==> src/rtl/tfk_pkg.sv <==
package tfk_pkg;

   // Result status codes, in the order the checks are applied
   typedef enum logic [2:0] {
      STATUS_OK         = 3'd0,
      STATUS_BAD_LINK   = 3'd1,
      STATUS_SHORT_LINK = 3'd2,
      STATUS_SHORT_IP   = 3'd3,
      STATUS_NOT_IPV4   = 3'd4,
      STATUS_NOT_TCP    = 3'd5,
      STATUS_BAD_IHL    = 3'd6,
      STATUS_SHORT_TCP  = 3'd7
   } status_type;

   // Link kinds held in the control register
   localparam logic [1:0] LINK_ETHERNET = 2'd0;
   localparam logic [1:0] LINK_COOKED   = 2'd1;

   // Link header lengths and framing constants
   localparam logic [4:0]  ETH_HDR_LEN    = 5'd14;
   localparam logic [4:0]  COOKED_HDR_LEN = 5'd16;
   localparam logic [4:0]  VLAN_HDR_LEN   = 5'd18;
   localparam logic [6:0]  VLAN_MIN_CAP   = 7'd16;
   localparam logic [15:0] VLAN_TPID      = 16'h8100;
   localparam logic [6:0]  TYPE_HI_POS    = 7'd12;
   localparam logic [6:0]  TYPE_LO_POS    = 7'd13;
   localparam logic [6:0]  POS_MAX        = 7'd127;

   // IPv4 header layout, offsets from the start of the IP header
   localparam logic [6:0] IP_VER_OFF   = 7'd0;
   localparam logic [6:0] IP_PROTO_OFF = 7'd9;
   localparam logic [6:0] IP_SRC_OFF   = 7'd12;
   localparam logic [6:0] IP_SRC_END   = 7'd15;
   localparam logic [6:0] IP_DST_OFF   = 7'd16;
   localparam logic [6:0] IP_DST_END   = 7'd19;
   localparam logic [7:0] IP_MIN_HDR   = 8'd20;
   localparam logic [3:0] IPV4_VERSION = 4'd4;
   localparam logic [3:0] IHL_MIN      = 4'd5;
   localparam logic [7:0] PROTO_TCP    = 8'd6;
   localparam logic [6:0] TCP_SPORT_END = 7'd1;
   localparam logic [6:0] TCP_DPORT_END = 7'd3;

   typedef struct packed {
      logic [7:0]  data_byte;
      logic        first_byte;
      logic        last_byte;
      logic [15:0] wire_length;
   } in_item_type;

   typedef struct packed {
      logic [6:0]  byte_position;
      logic [4:0]  ip_start;
      logic [7:0]  ethertype_high;
      logic [7:0]  version_ihl;
      logic [7:0]  proto_byte;
      logic [31:0] source_addr;
      logic [31:0] dest_addr;
      logic [15:0] source_port;
      logic [15:0] dest_port;
      logic [15:0] held_length;
   } frame_state_type;

   typedef struct packed {
      status_type  status;
      logic [31:0] low_addr;
      logic [31:0] high_addr;
      logic [15:0] low_port;
      logic [15:0] high_port;
      logic        swapped;
      logic [15:0] frame_length;
   } result_type;

endpackage

==> src/rtl/tfk_in_reg.sv <==
module tfk_in_reg (
   input  logic                 clock,
   input  logic                 reset,
   input  logic                 req_valid,
   output logic                 req_stall,
   input  tfk_pkg::in_item_type req_item,
   input  logic                 advance,
   output logic                 item_valid,
   output tfk_pkg::in_item_type item
);

   logic                 valid_ff;
   logic                 valid_in;
   logic                 take;
   tfk_pkg::in_item_type item_ff;

   assign req_stall = valid_ff && !advance;
   assign take      = req_valid && !req_stall;

   always_comb begin
      valid_in = valid_ff;
      if (take) begin
         valid_in = 1'b1;
      end else if (advance) begin
         valid_in = 1'b0;
      end
   end

   always_ff @(posedge clock) begin
      if (reset) begin
         valid_ff <= 1'b0;
      end else begin
         valid_ff <= valid_in;
      end
   end

   always_ff @(posedge clock) begin
      if (take) begin
         item_ff <= req_item;
      end
   end

   assign item_valid = valid_ff;
   assign item       = item_ff;

endmodule

==> src/rtl/tfk_tracker.sv <==
module tfk_tracker (
   input  logic                     clock,
   input  logic                     reset,
   input  logic                     advance,
   input  tfk_pkg::in_item_type     item,
   input  logic [1:0]               link_kind,
   output tfk_pkg::frame_state_type state_next
);

   tfk_pkg::frame_state_type state_ff;
   tfk_pkg::frame_state_type state_in;

   always_comb begin
      tfk_pkg::frame_state_type cur;
      logic [6:0] pos;
      logic [4:0] ip_eff;
      logic [6:0] off;
      logic [6:0] ihl4;
      logic [6:0] t;

      cur = state_ff;
      // Start of frame: drop the old headers, latch length and link header size
      if (item.first_byte) begin
         cur.byte_position  = '0;
         cur.ethertype_high = '0;
         cur.version_ihl    = '0;
         cur.proto_byte     = '0;
         cur.source_addr    = '0;
         cur.dest_addr      = '0;
         cur.source_port    = '0;
         cur.dest_port      = '0;
         cur.held_length    = item.wire_length;
         cur.ip_start       = (link_kind == tfk_pkg::LINK_COOKED) ?
                              tfk_pkg::COOKED_HDR_LEN : tfk_pkg::ETH_HDR_LEN;
      end

      state_in = cur;
      pos      = cur.byte_position;
      ip_eff   = cur.ip_start;
      ihl4     = {1'b0, cur.version_ihl[3:0], 2'b00};
      off      = '0;
      t        = '0;

      if (pos != tfk_pkg::POS_MAX) begin
         if (pos == tfk_pkg::TYPE_HI_POS) begin
            state_in.ethertype_high = item.data_byte;
         end
         // VLAN tag pushes the IP header out by four bytes
         if (pos == tfk_pkg::TYPE_LO_POS && link_kind == tfk_pkg::LINK_ETHERNET &&
             cur.ip_start == tfk_pkg::ETH_HDR_LEN &&
             {cur.ethertype_high, item.data_byte} == tfk_pkg::VLAN_TPID) begin
            ip_eff = tfk_pkg::VLAN_HDR_LEN;
         end
         state_in.ip_start = ip_eff;

         if (pos >= {2'b00, ip_eff}) begin
            off = pos - {2'b00, ip_eff};
            if (off == tfk_pkg::IP_VER_OFF) begin
               state_in.version_ihl = item.data_byte;
            end else if (off == tfk_pkg::IP_PROTO_OFF) begin
               state_in.proto_byte = item.data_byte;
            end else if (off >= tfk_pkg::IP_SRC_OFF && off <= tfk_pkg::IP_SRC_END) begin
               state_in.source_addr = {cur.source_addr[23:0], item.data_byte};
            end else if (off >= tfk_pkg::IP_DST_OFF && off <= tfk_pkg::IP_DST_END) begin
               state_in.dest_addr = {cur.dest_addr[23:0], item.data_byte};
            end
            // Ports follow the IP header as the IHL read so far gives it
            if (off >= ihl4) begin
               t = off - ihl4;
               if (t <= tfk_pkg::TCP_SPORT_END) begin
                  state_in.source_port = {cur.source_port[7:0], item.data_byte};
               end else if (t <= tfk_pkg::TCP_DPORT_END) begin
                  state_in.dest_port = {cur.dest_port[7:0], item.data_byte};
               end
            end
         end
         state_in.byte_position = pos + 7'd1;
      end
   end

   always_ff @(posedge clock) begin
      if (reset) begin
         state_ff <= '0;
      end else if (advance) begin
         state_ff <= state_in;
      end
   end

   assign state_next = state_in;

endmodule

==> src/rtl/tfk_verdict.sv <==
module tfk_verdict (
   input  tfk_pkg::frame_state_type state,
   input  logic [1:0]               link_kind,
   output tfk_pkg::result_type      result
);

   always_comb begin
      logic [7:0] cap;
      logic [7:0] hl;
      logic [3:0] ihl;
      logic [7:0] tcp_end;
      logic       swap;
      tfk_pkg::status_type st;

      cap     = {1'b0, state.byte_position};
      hl      = {3'b000, state.ip_start};
      ihl     = state.version_ihl[3:0];
      // Too short to have read the VLAN tag: count a plain Ethernet header
      if (state.ip_start == tfk_pkg::VLAN_HDR_LEN &&
          state.byte_position < tfk_pkg::VLAN_MIN_CAP) begin
         hl = {3'b000, tfk_pkg::ETH_HDR_LEN};
      end
      tcp_end = hl + {2'b00, ihl, 2'b00} + tfk_pkg::IP_MIN_HDR;

      if (link_kind > tfk_pkg::LINK_COOKED) begin
         st = tfk_pkg::STATUS_BAD_LINK;
      end else if (cap < hl) begin
         st = tfk_pkg::STATUS_SHORT_LINK;
      end else if (cap < hl + tfk_pkg::IP_MIN_HDR) begin
         st = tfk_pkg::STATUS_SHORT_IP;
      end else if (state.version_ihl[7:4] != tfk_pkg::IPV4_VERSION) begin
         st = tfk_pkg::STATUS_NOT_IPV4;
      end else if (state.proto_byte != tfk_pkg::PROTO_TCP) begin
         st = tfk_pkg::STATUS_NOT_TCP;
      end else if (ihl < tfk_pkg::IHL_MIN) begin
         st = tfk_pkg::STATUS_BAD_IHL;
      end else if (cap < tcp_end) begin
         st = tfk_pkg::STATUS_SHORT_TCP;
      end else begin
         st = tfk_pkg::STATUS_OK;
      end

      swap = (state.source_addr > state.dest_addr) ||
             (state.source_addr == state.dest_addr && state.source_port > state.dest_port);

      result              = '0;
      result.status       = st;
      result.frame_length = state.held_length;
      if (st == tfk_pkg::STATUS_OK) begin
         result.low_addr  = swap ? state.dest_addr   : state.source_addr;
         result.high_addr = swap ? state.source_addr : state.dest_addr;
         result.low_port  = swap ? state.dest_port   : state.source_port;
         result.high_port = swap ? state.source_port : state.dest_port;
         result.swapped   = swap;
      end
   end

endmodule

==> src/rtl/tcp_flow_key_extractor.sv <==
// IPv4/TCP flow key extractor.
// req_* carries a captured frame one byte per item; req_first_byte opens a frame
// and samples req_wire_length, req_last_byte closes it. Only the last byte of a
// frame yields a result on rsp_*: a status code, the flow key ordered with the
// lower endpoint first, a swapped flag and the wire length.
// csr_link_kind selects Ethernet (with VLAN detection) or Linux cooked capture;
// write it only while no frame is in flight.
// Throughput: one byte per cycle, with no gap between frames, while rsp_stall
// holds no last byte. A byte sits in the input register, and as it advances it
// is parsed into the frame state and, for a last byte, into the result register.
// The frame state sits in one register bank updated by a single pass of
// header-offset logic, so the byte rate is set by that pass and by rsp_stall.
// Stall: while a result waits on rsp_stall, non-final bytes still flow in;
// only a last byte is held in the input register, which raises req_stall.
// Reset clears the frame state, the link kind (Ethernet) and both valids.
module tcp_flow_key_extractor (
   input  logic        clock,
   input  logic        reset,
   input  logic        req_valid,
   output logic        req_stall,
   input  logic [7:0]  req_data_byte,
   input  logic        req_first_byte,
   input  logic        req_last_byte,
   input  logic [15:0] req_wire_length,
   output logic        rsp_valid,
   input  logic        rsp_stall,
   output logic [2:0]  rsp_status,
   output logic [31:0] rsp_low_addr,
   output logic [31:0] rsp_high_addr,
   output logic [15:0] rsp_low_port,
   output logic [15:0] rsp_high_port,
   output logic        rsp_swapped,
   output logic [15:0] rsp_frame_length,
   input  logic        csr_write_enable,
   input  logic [1:0]  csr_link_kind
);

   logic [1:0]                link_kind_ff;
   tfk_pkg::in_item_type      req_item;
   tfk_pkg::in_item_type      item;
   logic                      item_valid;
   logic                      advance;
   logic                      out_free;
   logic                      load_rsp;
   logic                      rsp_valid_ff;
   logic                      rsp_valid_in;
   tfk_pkg::frame_state_type  state_next;
   tfk_pkg::result_type       result;
   tfk_pkg::result_type       result_ff;

   // Control register: link kind
   always_ff @(posedge clock) begin
      if (reset) begin
         link_kind_ff <= tfk_pkg::LINK_ETHERNET;
      end else if (csr_write_enable) begin
         link_kind_ff <= csr_link_kind;
      end
   end

   assign req_item.data_byte   = req_data_byte;
   assign req_item.first_byte  = req_first_byte;
   assign req_item.last_byte   = req_last_byte;
   assign req_item.wire_length = req_wire_length;

   // Result register is free when empty or being drained this cycle
   assign out_free = !rsp_valid_ff || !rsp_stall;
   // A byte with no result never waits; a last byte waits for a free result slot
   assign advance  = item_valid && (!item.last_byte || out_free);
   assign load_rsp = advance && item.last_byte;

   tfk_in_reg u_in_reg (
      .clock      (clock),
      .reset      (reset),
      .req_valid  (req_valid),
      .req_stall  (req_stall),
      .req_item   (req_item),
      .advance    (advance),
      .item_valid (item_valid),
      .item       (item)
   );

   tfk_tracker u_tracker (
      .clock      (clock),
      .reset      (reset),
      .advance    (advance),
      .item       (item),
      .link_kind  (link_kind_ff),
      .state_next (state_next)
   );

   // Judge the frame on the state including its last byte
   tfk_verdict u_verdict (
      .state     (state_next),
      .link_kind (link_kind_ff),
      .result    (result)
   );

   always_comb begin
      rsp_valid_in = rsp_valid_ff;
      if (load_rsp) begin
         rsp_valid_in = 1'b1;
      end else if (rsp_valid_ff && !rsp_stall) begin
         rsp_valid_in = 1'b0;
      end
   end

   always_ff @(posedge clock) begin
      if (reset) begin
         rsp_valid_ff <= 1'b0;
      end else begin
         rsp_valid_ff <= rsp_valid_in;
      end
   end

   // Hold the result while stalled; load only on a new last byte
   always_ff @(posedge clock) begin
      if (load_rsp) begin
         result_ff <= result;
      end
   end

   assign rsp_valid        = rsp_valid_ff;
   assign rsp_status       = result_ff.status;
   assign rsp_low_addr     = result_ff.low_addr;
   assign rsp_high_addr    = result_ff.high_addr;
   assign rsp_low_port     = result_ff.low_port;
   assign rsp_high_port    = result_ff.high_port;
   assign rsp_swapped      = result_ff.swapped;
   assign rsp_frame_length = result_ff.frame_length;

endmodule

==> config.mk <==
export PLATFORM = sky130hd
export DESIGN_NAME = tcp_flow_key_extractor
export DESIGN_NICKNAME = d
export VERILOG_FILES = /design/src/rtl/tfk_pkg.sv /design/src/rtl/tfk_in_reg.sv /design/src/rtl/tfk_tracker.sv /design/src/rtl/tfk_verdict.sv /design/src/rtl/tcp_flow_key_extractor.sv
export SDC_FILE = /design/constraint.sdc
export NUM_CORES = 1
export LEC_CHECK = 0
export ABC_AREA = 1
export BUFFER_PORTS_ARGS = -buffer_cell sky130_fd_sc_hd__clkbuf_2
export CAP_MARGIN = 40
export CORE_MARGIN = 5
export CORE_UTILIZATION = 45
export CTS_CLUSTER_SIZE = 8
export DETAILED_ROUTE_END_ITERATION = 10
export SETUP_SLACK_MARGIN = 0.05
export SLEW_MARGIN = 10
export SYNTH_ARGS = -nofsm -noshare
export SYNTH_HDL_FRONTEND = slang
export SYNTH_SLANG_ARGS = --single-unit
==> constraint.sdc <==
create_clock -name clock -period 18.9 [get_ports clock]
set_input_delay 1.89 -clock clock [delete_from_list [all_inputs] [get_ports clock]]
set_output_delay 1.89 -clock clock [all_outputs]
set_load 0.01 [all_outputs]
# ---- Word level (Yosys, flattened, before mapping)
# Index checks and enable logic that the tools add are counted.
dict set report word_totals {
  mem_bits_ro 0
  output_inout_bits 118
  latch_bits 0
  ramBits 0
  register_bits 294
  word_cells 116
  in_bits 33
  n_memories 0
}
dict set report op_classes {
  reduce_logical 25
  n_bitwise 0
  add_sub_neg 6
  mux 34
  multipliers 0
  order_cmp 16
  n_div 0
  n_eq_ne 11
  n_shift 0
}
# operator n
set op_table {}
lappend op_table {{2-to-1 mux 32 bit} 6}
lappend op_table {{2-to-1 mux 148 bit} 1}
lappend op_table {{2-to-1 mux 132 bit} 1}
lappend op_table {{2-to-1 mux 112 bit} 1}
lappend op_table {{2-to-1 mux 16 bit} 5}
lappend op_table {{2-to-1 mux 72 bit} 1}
lappend op_table {{2-to-1 mux 64 bit} 1}
lappend op_table {{equality test 32 bit} 1}
lappend op_table {{greater-than comparator 32 bit} 1}
lappend op_table {{2-to-1 mux 8 bit} 3}
lappend op_table {{equality test 7 x 4 -> 1 bit (second input constant)} 3}
lappend op_table {{2-to-1 mux 3 bit} 7}
lappend op_table {{2-to-1 mux 5 bit} 4}
lappend op_table {{equality test 16 bit (second input constant)} 1}
lappend op_table {{greater-than comparator 16 bit} 1}
lappend op_table {{less-than comparator 7 x 8 -> 1 bit} 2}
lappend op_table {{logical AND 1 bit} 12}
lappend op_table {{adder 8 x 5 -> 8 bit (second input constant)} 1}
lappend op_table {{inequality test 8 x 3 -> 1 bit (second input constant)} 1}
lappend op_table {{adder 5 x 6 -> 7 bit} 1}
lappend op_table {{adder 7 x 1 -> 7 bit (second input constant)} 1}
lappend op_table {{greater-or-equal comparator 7 x 4 -> 1 bit (second input constant)} 1}
lappend op_table {{greater-or-equal comparator 7 x 5 -> 1 bit} 1}
lappend op_table {{greater-or-equal comparator 7 x 5 -> 1 bit (second input constant)} 1}
lappend op_table {{24 further kinds} 34}

# ---- Longest topological paths before layout
dict set report logic_depth {
  depth_word 32
  ltp_mapped 51
  depth_no_buf 46
}

# ---- Hierarchy
# From an unflattened synthesis, not the netlist that was laid out.
dict set report hier_totals {
  cells_unflattened 2483
  area_unflattened_um2 17799.6
}
# module seq_area_each_um2 cells_each area_each_um2 instances
set modules_own_cells {}
lappend modules_own_cells {tfk_tracker 2962.8 1511 9195.1 1}
lappend modules_own_cells {tfk_verdict 0.0 802 4160.2 1}
lappend modules_own_cells {tcp_flow_key_extractor 3543.4 137 3617.2 1}
lappend modules_own_cells {tfk_in_reg 800.8 33 827.0 1}

# ---- Worst setup path after synthesis
# Ideal clock, no wire load.
dict set report synth_path {
  path_kind {flip-flop to flip-flop}
  startpoint {reg u_in_reg.item_ff, in the netlist u_in_reg.item[17]}
  endpoint {reg result_ff, in the netlist rsp_high_port[10] (data pin)}
  arrival_ns 6.774
  n_path_buf 7
  path_stages_with_launch 47
  path_slack_ns 11.869
  setup_ns 0.258
  synth_period_minus_slack_ns 7.031
  required_ns 18.642
  cell_sequence {edfxtp_1 > buf_2 > clkbuf_1 > clkbuf_1 > buf_1 > nor2_1 > inv_1 > ha_1 > nand2_1 > nor2_1 > nand3_1 > nor2_1 > nand2_1 > nand2_1 > ha_1 > nand2_1 > nand2_1 > inv_1 > [11 not listed] > nor2_1 > inv_1 > clkbuf_1 > o21ai_0 > ha_1 > nand4_1 > o21bai_1 > o211ai_1 > nand2_1 > o2111ai_1 > nand2_1 > nand3_1 > nand2_1 > clkbuf_1 > buf_1 > nand2_1 > o21ai_0 > nor2_2}
}
# item line
set synth_rtl {}
lappend synth_rtl {{from (decl)} tfk_in_reg.sv:15} ;# tfk_pkg::in_item_type item_ff;
lappend synth_rtl {{from (signal assigned)} tfk_in_reg.sv:39} ;# item_ff <= req_item;
lappend synth_rtl {{to (signal assigned)} tcp_flow_key_extractor.sv:118} ;# result_ff <= result;
lappend synth_rtl {{to (decl)} tcp_flow_key_extractor.sv:49} ;# tfk_pkg::result_type result_ff;

# ---- Worst setup path after layout
dict set report layout_path {
  startpoint {reg u_in_reg.item_ff, in the netlist u_in_reg.item[17]}
  endpoint {reg result_ff, in the netlist rsp_low_port[15] (data pin)}
}
dict set report layout_via {
  elab_chain_len 23
  word_cells_on_any_way 65
  classes_between {add/sub (6); order compare (15); eq/ne (9); mux (25); reduce/logical (10)}
}
# item line
set layout_rtl {}
lappend layout_rtl {{2-to-1 mux 148 bit (*)} tfk_tracker.sv:23} ;# if (item.first_byte) begin
lappend layout_rtl {{equality test 7 x 4 -> 1 bit} tfk_tracker.sv:49} ;# if (pos == tfk_pkg::TYPE_LO_POS && link_kind == tfk_pkg::LINK_ETHERNET &&
lappend layout_rtl {{logical AND 1 bit (2 in a row)} tfk_tracker.sv:49}
lappend layout_rtl {{logical AND 1 bit} tfk_tracker.sv:50} ;# cur.ip_start == tfk_pkg::ETH_HDR_LEN &&
lappend layout_rtl {{2-to-1 mux 5 bit} tfk_tracker.sv:49}
lappend layout_rtl {{2-to-1 mux 5 bit} tfk_tracker.sv:44} ;# if (pos != tfk_pkg::POS_MAX) begin
lappend layout_rtl {{subtractor 7 x 5 -> 7 bit} tfk_tracker.sv:57} ;# off = pos - {2'b00, ip_eff};
lappend layout_rtl {{zero test 7 bit} tfk_tracker.sv:58} ;# if (off == tfk_pkg::IP_VER_OFF) begin
lappend layout_rtl {{[6 not listed]} n/a}
lappend layout_rtl {{2-to-1 mux 3 bit} tfk_verdict.sv:37} ;# end else if (cap < tcp_end) begin
lappend layout_rtl {{2-to-1 mux 3 bit} tfk_verdict.sv:35} ;# end else if (ihl < tfk_pkg::IHL_MIN) begin
lappend layout_rtl {{2-to-1 mux 3 bit} tfk_verdict.sv:33} ;# end else if (state.proto_byte != tfk_pkg::PROTO_TCP) begin
lappend layout_rtl {{2-to-1 mux 3 bit} tfk_verdict.sv:31} ;# end else if (state.version_ihl[7:4] != tfk_pkg::IPV4_VERSION) begin
lappend layout_rtl {{2-to-1 mux 3 bit} tfk_verdict.sv:29} ;# end else if (cap < hl + tfk_pkg::IP_MIN_HDR) begin
lappend layout_rtl {{2-to-1 mux 3 bit} tfk_verdict.sv:27} ;# end else if (cap < hl) begin
lappend layout_rtl {{2-to-1 mux 3 bit} tfk_verdict.sv:25} ;# if (link_kind > tfk_pkg::LINK_COOKED) begin
lappend layout_rtl {{zero test 3 bit} tfk_verdict.sv:49} ;# if (st == tfk_pkg::STATUS_OK) begin
# Every way passes the cells marked *; elsewhere a longest branch is shown, timed or not. The select of a mux whose other input is x is not followed.
# A chain may end at the register's enable or synchronous reset.

==> flow_summary.ini <==
[outcome]
run_status = completed

[sta]
timing_max_transition_violations_final = 0
timing.setup.tns_ns = 0
setup_violations = 0
skew_ns = 0.01657
timing.final.crit_period_ns = 8.967
tightest_slew_ns = 0.8880
fmax_mhz = 111.5
relSlewSlack_pct = 40.80
report.final.hold_viol_count = 0
rsz0062_at_grt = false
period_utilisation_layout_pct = 47.44

[synthesis]
post_synth_inst_count = 2110
synthesis.area_um2 = 16110
synth-seq-cells = 294
seq_area_frac_synth_pct = 45.35
net_count_after_synthesis = 2224
synthDistinctLibCells = 43
avg_cell_area_syn_um2 = 7.636
synth-warning-count = 0

[die]
chipWidth_um = 199.2
die_h_um = 199.2
floorplan.core_area_um2 = 35480
dieArea_um2 = 39690
floorplan.initialDensity_pct = 45.41
placement_rows = 69
ioPinCount = 151

[global_route]
globalRoute.busiestLayer = met2
wire_length_of_the_first_global_routing_pass_um = 69690
grt_use_met3_pct = 3.322
gr-usage-met2_pct = 34.10
grt_overflow = 0
first_global_vias = 12980
groute.usage.overall_pct = 21.77
initial_antenna_violation_count = 0
grtUsageMet1_pct = 31.92
grt_max_degree = 100

[worst_setup_path]
r2r_start = u_in_reg.item[17]
crit_buf_inv = 10
cp-end-kind = flop
critPathLaunch = u_in_reg.item[17]
critical_path.max_fanout = 74
setup.worst_path.class = flop to flop
crit_required_ns = 19.16
setup.worst_path.start_class = flop
path_delay_family = simple AND/OR/NAND/NOR gates
timing.reg2reg.worst_path_depth = 44
reg2reg_to = rsp_low_port[15]
worst_path_max_delay_cell = sky130_fd_sc_hd__buf_4
worstPathArrival_ns = 9.22
worstSetupPathDepth = 44
setup.worst_path.end = rsp_low_port[15]
timing.critical_path.mode_cell = sky130_fd_sc_hd__nand2_1
r2r_setup_slack_ns = 9.93
cp_slowest_stage_delay_ns = 0.63

[finish]
instances_no_fill = 2707
post_route_cells_drive_above_1_share_pct = 12.51
fin_nets = 2329
mostFrequentLayoutCells = 345 x sky130_fd_sc_hd__nand2_1, 344 x sky130_fd_sc_hd__inv_1, 333 x sky130_fd_sc_hd__o21ai_0
antenna_cells = 0
areaGrowthSynthToFinish_pct = 14.81
final_core_utilization_pct = 52.13
layout.cells.most_common = sky130_fd_sc_hd__nand2_1

[routing]
wl_um = 43490
drt-initial-drc-count = 998
dr_total_vias = 14080
detail_route.vias_per_cell = 5.199
final_antenna_net_count = 0
wl_per_cell_um = 16.06
first_pass_iters = 7
drc = 0

[placed_design]
dp.cells = 2631
port_buffers = 150
hpwl_um = 30260
place_congestion = 0.8932

[clocking]
numCtsBuffers = 43
cts.sink_count = 294
post_cts_hold_buffer_count = 0
ctsLongestPathBuffers = 3
tritoncts = yes
cts_resized = 0
path_clk_slew_ns = 0.05
cts_max_level = 2
clockRootBuffer = sky130_fd_sc_hd__clkbuf_16
postCtsSetupRepairBufs = 0
clock_insertion_delay_worst_skew_ns = 0.56

[power]
switching_share_pct = 29.69
sequentialPowerShare_pct = 40.8
comb_power_share_pct = 18.7
p_int_w = 0.001243
power_per_cell_area_nw_per_um2 = 95.55
power_leakage_nw = 8.390
p_switching_w = 0.0005248
share_clk_of_total_power_pct = 40.5
report.power.total_w = 0.001768
ir_worst_vdd_uv = 68.91

[worst_hold_path]
path_class_of_the_lowest_slack_min_delay_path = flop to flop

[run]
drv_cap = 0
==> Yosys cell counts (all sizes together) <==
library cell | count | area share [%]
o21bai | 1 | 0.047
inv | 352 | 8.2
xor2 | 4 | 0.22
nor4 | 4 | 0.19
nor3 | 11 | 0.34
or2 | 1 | 0.039
clkbuf | 91 | 2.1
nand2 | 350 | 8.2
dfxtp | 152 | 19
clkinv | 5 | 0.12
nand3 | 71 | 2.3
o2111ai | 3 | 0.16
a211oi | 4 | 0.19
o221ai | 2 | 0.11
fa | 2 | 0.25
a31oi | 16 | 0.62
nor4b | 1 | 0.054
ha | 79 | 6.1
nand3b | 2 | 0.093
xnor2 | 6 | 0.33
o31ai | 10 | 0.50
a21oi | 137 | 4.3
buf | 26 | 0.95
nand4 | 10 | 0.43
edfxtp | 142 | 26
nor2 | 244 | 6.2
nor3b | 1 | 0.047
o211ai | 38 | 1.8
o21ai | 341 | 11
and2 | 1 | 0.047
o22ai | 1 | 0.039
a221oi | 2 | 0.11
==> worst min-delay path by stage <==
stage,from,endpoint,slack [ns],cells after the start
finish,u_tracker.state_ff[14],u_tracker.state_ff[14],0.45,2
global placement,u_tracker.state_ff[6],u_tracker.state_ff[6],0.43,2
floorplan,u_tracker.state_ff[0],u_tracker.state_ff[0],0.42,2
CTS,u_tracker.state_ff[10],u_tracker.state_ff[10],0.45,2
global route,u_tracker.state_ff[13],u_tracker.state_ff[13],0.47,2
detailed placement,u_tracker.state_ff[10],u_tracker.state_ff[10],0.44,2
==> worst register-to-register path, delay by kind of cell, from the launching register on <==
family / cells / cell delay (ns)
simple gates: 25 / 3.24
buf+inv: 10 / 2.92
fa+ha+maj: 4 / 1.21
compound gates: 4 / 0.78
flops: 1 / 0.36
xor+xnor: 1 / 0.18
==> power groups by stage <==
| stage | clock network (W) | logic [W] | registers, W |
|---|---|---|---|
| final | 0.000716 | 0.000331 | 0.000721 |
| after detailed placement | 0 | 0.000331 | 0.000734 |
| after CTS | 0.000734 | 0.000333 | 0.000721 |
| after global routing | 0.000762 | 0.000382 | 0.000724 |
| after global placement | 0 | 0.000325 | 0.000733 |
| after floorplan | 0 | 0.000242 | 0.000736 |
==> area by class of cell <==
class	count	area (um^2)
clock buffer	72	1195
sequential	294	7307
inverter	357	1343
clock inverter	4	60.06
multi-input combinational	1342	6990
timing repair buffer	177	1026
tap	461	576.8
fill	3417	16990
==> logic make-up (layout without fill, tap and decap cells) <==
logic type,count (synthesis),count (layout),share of synthesized area (%)
and+or+nand+nor,696,696,17.92
AOI/OAI and AO/OA,555,555,18.41
buffers and inverters,474,610,11.38
DFF,294,294,45.35
adders and majority gates,81,81,6.383
xor gates and xnor gates,10,10,0.5436
==> layer usage <==
layer  up-vias  routed length, um
li1       7129                  -
met1      6560              20980
met2       325              19460
met3        61               2277
met4         0                765
met5         -                  0
==> flip-flops by register name, summed over array words and instances (netlist names), 2 cells and up <==
name and count:
u_tracker.state_ff 148, rsp_high_addr 32, rsp_status 3, rsp_low_addr 32, rsp_high_port 16, u_in_reg.item 26, rsp_low_port 16, link_kind_ff 2
rsp_frame_length 16
==> stage by stage <==
step           cell area, um^2  setup slack (ns)  hold WS (ns)
2_1_floorplan            16110             11.87        0.4244
3_3_place_gp             17130             9.833        0.4326
3_5_place_dp             17240             10.08        0.4401
4_1_cts                  18500             9.995        0.4479
5_1_grt                  18500             9.058        0.4672
6_report                 18500             9.933        0.4466
No activity file was read; power rests on OpenSTA's default activity.
